--- config.mk ---
export PLATFORM = sky130hd
export DESIGN_NAME = lsm_ram
export DESIGN_NICKNAME = d
export VERILOG_FILES = /design/src/hdl/lsm_ram.sv
export SDC_FILE = /design/constraint.sdc
export NUM_CORES = 1
export LEC_CHECK = 0
export BUFFER_PORTS_ARGS = -buffer_cell sky130_fd_sc_hd__buf_4
export CORE_ASPECT_RATIO = 1.5
export CORE_MARGIN = 2
export CORE_UTILIZATION = 35
export CTS_CLUSTER_DIAMETER = 100
export CTS_CLUSTER_SIZE = 20
export DETAILED_ROUTE_END_ITERATION = 8
export HOLD_SLACK_MARGIN = 0.05
export PLACE_DENSITY_LB_ADDON = 0.25
export SYNTH_ARGS = -nofsm -noshare
export SYNTH_HDL_FRONTEND = slang
export SYNTH_SLANG_ARGS = --single-unit
--- constraint.sdc ---
create_clock -name clk -period 7.2 [get_ports clk]
set_input_delay 1.44 -clock clk [delete_from_list [all_inputs] [get_ports clk]]
set_output_delay 1.44 -clock clk [all_outputs]
set_load 0.03 [all_outputs]
--- src/hdl/lsm_ram.sv ---
`timescale 1ns / 1ps
// Generic simple dual-port RAM: one write port, one read port, registered read data.
// No dependencies.
module lsm_ram #(
    parameter int WIDTH = 32,
    parameter int DEPTH = 16
) (
    input  logic                                   clk,
    input  logic                                   we,
    input  logic [(DEPTH > 1 ? $clog2(DEPTH) : 1)-1:0] waddr,
    input  logic [WIDTH-1:0]                       wdata,
    input  logic [(DEPTH > 1 ? $clog2(DEPTH) : 1)-1:0] raddr,
    output logic [WIDTH-1:0]                       rdata
);

    logic [WIDTH-1:0] mem [DEPTH];

    always_ff @(posedge clk)
    begin
        if (we)
        begin
            mem[waddr] <= wdata;
        end
        rdata <= mem[raddr];
    end

endmodule

# Word-level counts from Yosys, hierarchy flattened
# Memory sizes are Yosys's and may differ from the RTL's. A register that Yosys moved wholly into a read port is not among the register bits.
# Index checks and enable logic that the tools add are counted.
# word_totals
regBits	0
ramBits	512
input_bits	42
out_inout_bits	32
mem_count	1
# memory_table
name	words	width	rd	rd_clocked_by_memory_dff	write_ports	line_no	source
mem	16	32	1	1	1	16	logic [WIDTH-1:0] mem [DEPTH];
# classes
muxes	2
# op_table
operator	count
$mux W1	2

# Longest topological paths before layout
# logic_depth
word_depth	2
mapped_depth	5

# Worst setup path after synthesis
# Ideal clock, no wire load.
# synth_timing
kind	input port to flip-flop
start	input port waddr[2] (netlist name)
end	memory mem[0][0], enable pin
arrival_ns	4.158
required_time_ns	6.739
slack_ns	2.580
cell_stages	2
n_path_buf	0
cell_sequence	or3b_2 nor3_1
# synth_lines
element	line_no	source
start, declared	10	input logic [(DEPTH > 1 ? $clog2(DEPTH) : 1)-1:0] waddr,
end, declared	16	
# Straight into the memory's write port.

==> results.md <==
* Run status: finished, final reports clean
* Critical Path AT at 3660 ps
* Area taken by multi-input logic gates at 3750 µm²
* Syn. warnings at 0
* Synth Net Count at between 800 and 900
* Setup-failing EPs final at 0
* WS Path Type: in -> reg
* Cts repair resizes at 0
* Net Switching at around 1200 µW
* DIE WIDTH at 198 µm
* PwrDens at 256 nW/µm²
* Final nets at 966
* Hpwl dp at between 20,000 and 25,000 µm
* Setup_tns at 0 ps
* Syn avg cell area at 23.7 µm²
* DRT iter0 DRCs at 678
* TritonRoute pass-1 iters at 4
* Post-synthesis sequential area ratio at 0.807
* Critical-path maximum fanout at 62
* Post-synth ARST share at 0
* Grt ovf at 0
* Startpoint Class: input port
* Worst vdd ir at 0.000166 V
* Fin crit period at ~3200 ps
* H-tree depth at 1
* Cells after Synth at 838
* Ports at between 70 and 80
* Global placer's final weighted congestion at slightly below 0.7
* Dpl cell area at 21,500 µm²
* Count of pins over their slew limit at 0
* Post-CTS Setup Bufs at 0
* Core Area at 56,000 µm²
* Synth-to-layout area growth at 12.5%
* Worst EP required at roughly 7700 ps
* Vias at 8,713
* DRT Wirelength at 43,000 µm
* Cell variety after synth at 18
* Max cap viols at 0
* GRT Util Overall at 0.148
* Final instance area at 22,300 µm²
* Logic pwr share at 0.063
* Seq. cell area at 16,000 µm²
* Pleak at 0.00693 µW
* Most common cell after layout, fill and taps aside: edfxtp_1
* Number of diodes at 0
* Relative max-transition margin at 0.332
* Starting Density at 0.355
* Synth Register Bits at approximately 540
* First-pass GRT wire length at 62,700 µm
* CTS sink cnt at 544
* Placed Cells at between 1,500 and 2,000
* Mapped Area at slightly below 20,000 µm²
* Row count at 106
* Top FF cell, synth: edfxtp_1
* Filler cells at between 5,000 and 6,000
* Clock slew at reported path FFs at 80 ps
* Net Sw Frac at 0.212
* DRC at 0
* Fin crit share at 0.442
* TritonCTS clock tree: yes
* Clock root cell: clkbuf_16
* Worst skew pair latency at between 500 and 600 ps
* Routed wire per std cell at 25.2 µm
* Initial antenna violation count at 1
* Die area at 58,700 µm²
* CTS Hold Bufs at 0
* Final Hold Fails at 0
* Layout cells sized above 1 at 0.292
* Largest net degree at the start of global routing at 79
* Worst Hold Class: reg -> reg
* Most frequent cells in the layout: edfxtp_1, mux4_2, buf_4
* PortBufs at 73
* Vias in the first global route at 9,435
* Final Skew at approximately 17 ps
* Clock buffer depth at 3
* Achievable Freq at between 300 and 400 MHz
* Register share of total power at 0.623
* RSZ-0062 raised after global routing: false
* Clock power frac at 0.314
* Setup crit end kind: flop
* DR vias/cell at 5.11
* Die height at 296 µm
* Cell Count, Final, Fillers Out at 1,704
* Tightest Pin Transition at 1000 ps
* EDFF count, synth at 512
* Cell Int Power at about 4500 µW
* Final ANT Viol Nets at 0
* TritonCTS Buffers at 31
## path summary, 6_finish.rpt
kind / start / end / slack [ps] / depth (start not counted)
setup / recovery: raddr[1] / rdata[9] / 4020 / 5
setup reg to reg: mem[10][18] / rdata[18] / 5900 / 3
hold / removal: mem[14][12] / rdata[12] / 670 / 3
hold reg to reg: mem[14][12] / rdata[12] / 670 / 3
## metal layers
layer  part of all wire  vias to the layer above  GRT usage  wire length, µm
met5            0.00033                        -          0               14
met4              0.015                        2     0.0331              663
met3              0.043                       38     0.0181             1840
met2               0.52                      190      0.261            22200
met1               0.42                     4774      0.198            18300
li1                   -                     3709          -                -
## state kept, by name, summed over array words and instances, names as in the netlist
name   cells
rdata     32
mem      512
## power by group through the flow
stage / Sequential (µW) / Combinational (µW) / Clock (µW)
after floorplan: 3670 / 170 / 0
after global placement: 3630 / 362 / 0
after detailed placement: 3630 / 368 / 0
after CTS: 3560 / 368 / 1850
after global routing: 3570 / 387 / 1940
final: 3560 / 358 / 1790
## synthesized netlist by cell type, types with 4 or more instances
| cell type | n | share of area |
|---|---|---|
| a22oi_1 | 64 | 0.024 |
| edfxtp_1 | 512 | 0.77 |
| buf_4 | 11 | 0.0042 |
| nor3_1 | 4 | 0.0010 |
| clkbuf_1 | 17 | 0.0032 |
| nor2_1 | 13 | 0.0025 |
| buf_2 | 4 | 0.0010 |
| mux4_2 | 128 | 0.15 |
| dfxtp_1 | 32 | 0.032 |
| buf_1 | 9 | 0.0017 |
| nand2_1 | 33 | 0.0062 |
## kinds of logic after synthesis
family,after synthesis,synth area share
muxes,128,0.145
buffers and inverters,43,0.0112
DFF,544,0.807
AOI/OAI and AO/OA,64,0.0242
and+or+nand+nor,59,0.0127
## metrics by stage
step                hold slack, ps  worst slack [ps]  total power [µW]  utilization
floorplan                      635              2580              3840            -
global placement               650              3350              3990        0.383
detailed placement             656              3350              4000        0.383
CTS                            675              3990              5780        0.399
global route                   699              3860              5900        0.399
finish                         667              4020              5710        0.399
## layout make-up
type | instances | share of cell area
Sequential cell | 544 | 0.717
Multi-Input combinational cell | 251 | 0.168
Tap cell | 756 | 0.0423
Clock buffer | 56 | 0.0389
Timing Repair Buffer | 96 | 0.0331
Clock inverter | 1 | 0.000728
## worst max-delay path: stages
cell,delay (ps)
buf_4,720
buf_4,740
mux4_2,410
a22oi_1,190
nand2_1,80
Note: power is estimated with default switching activity, not from simulation.
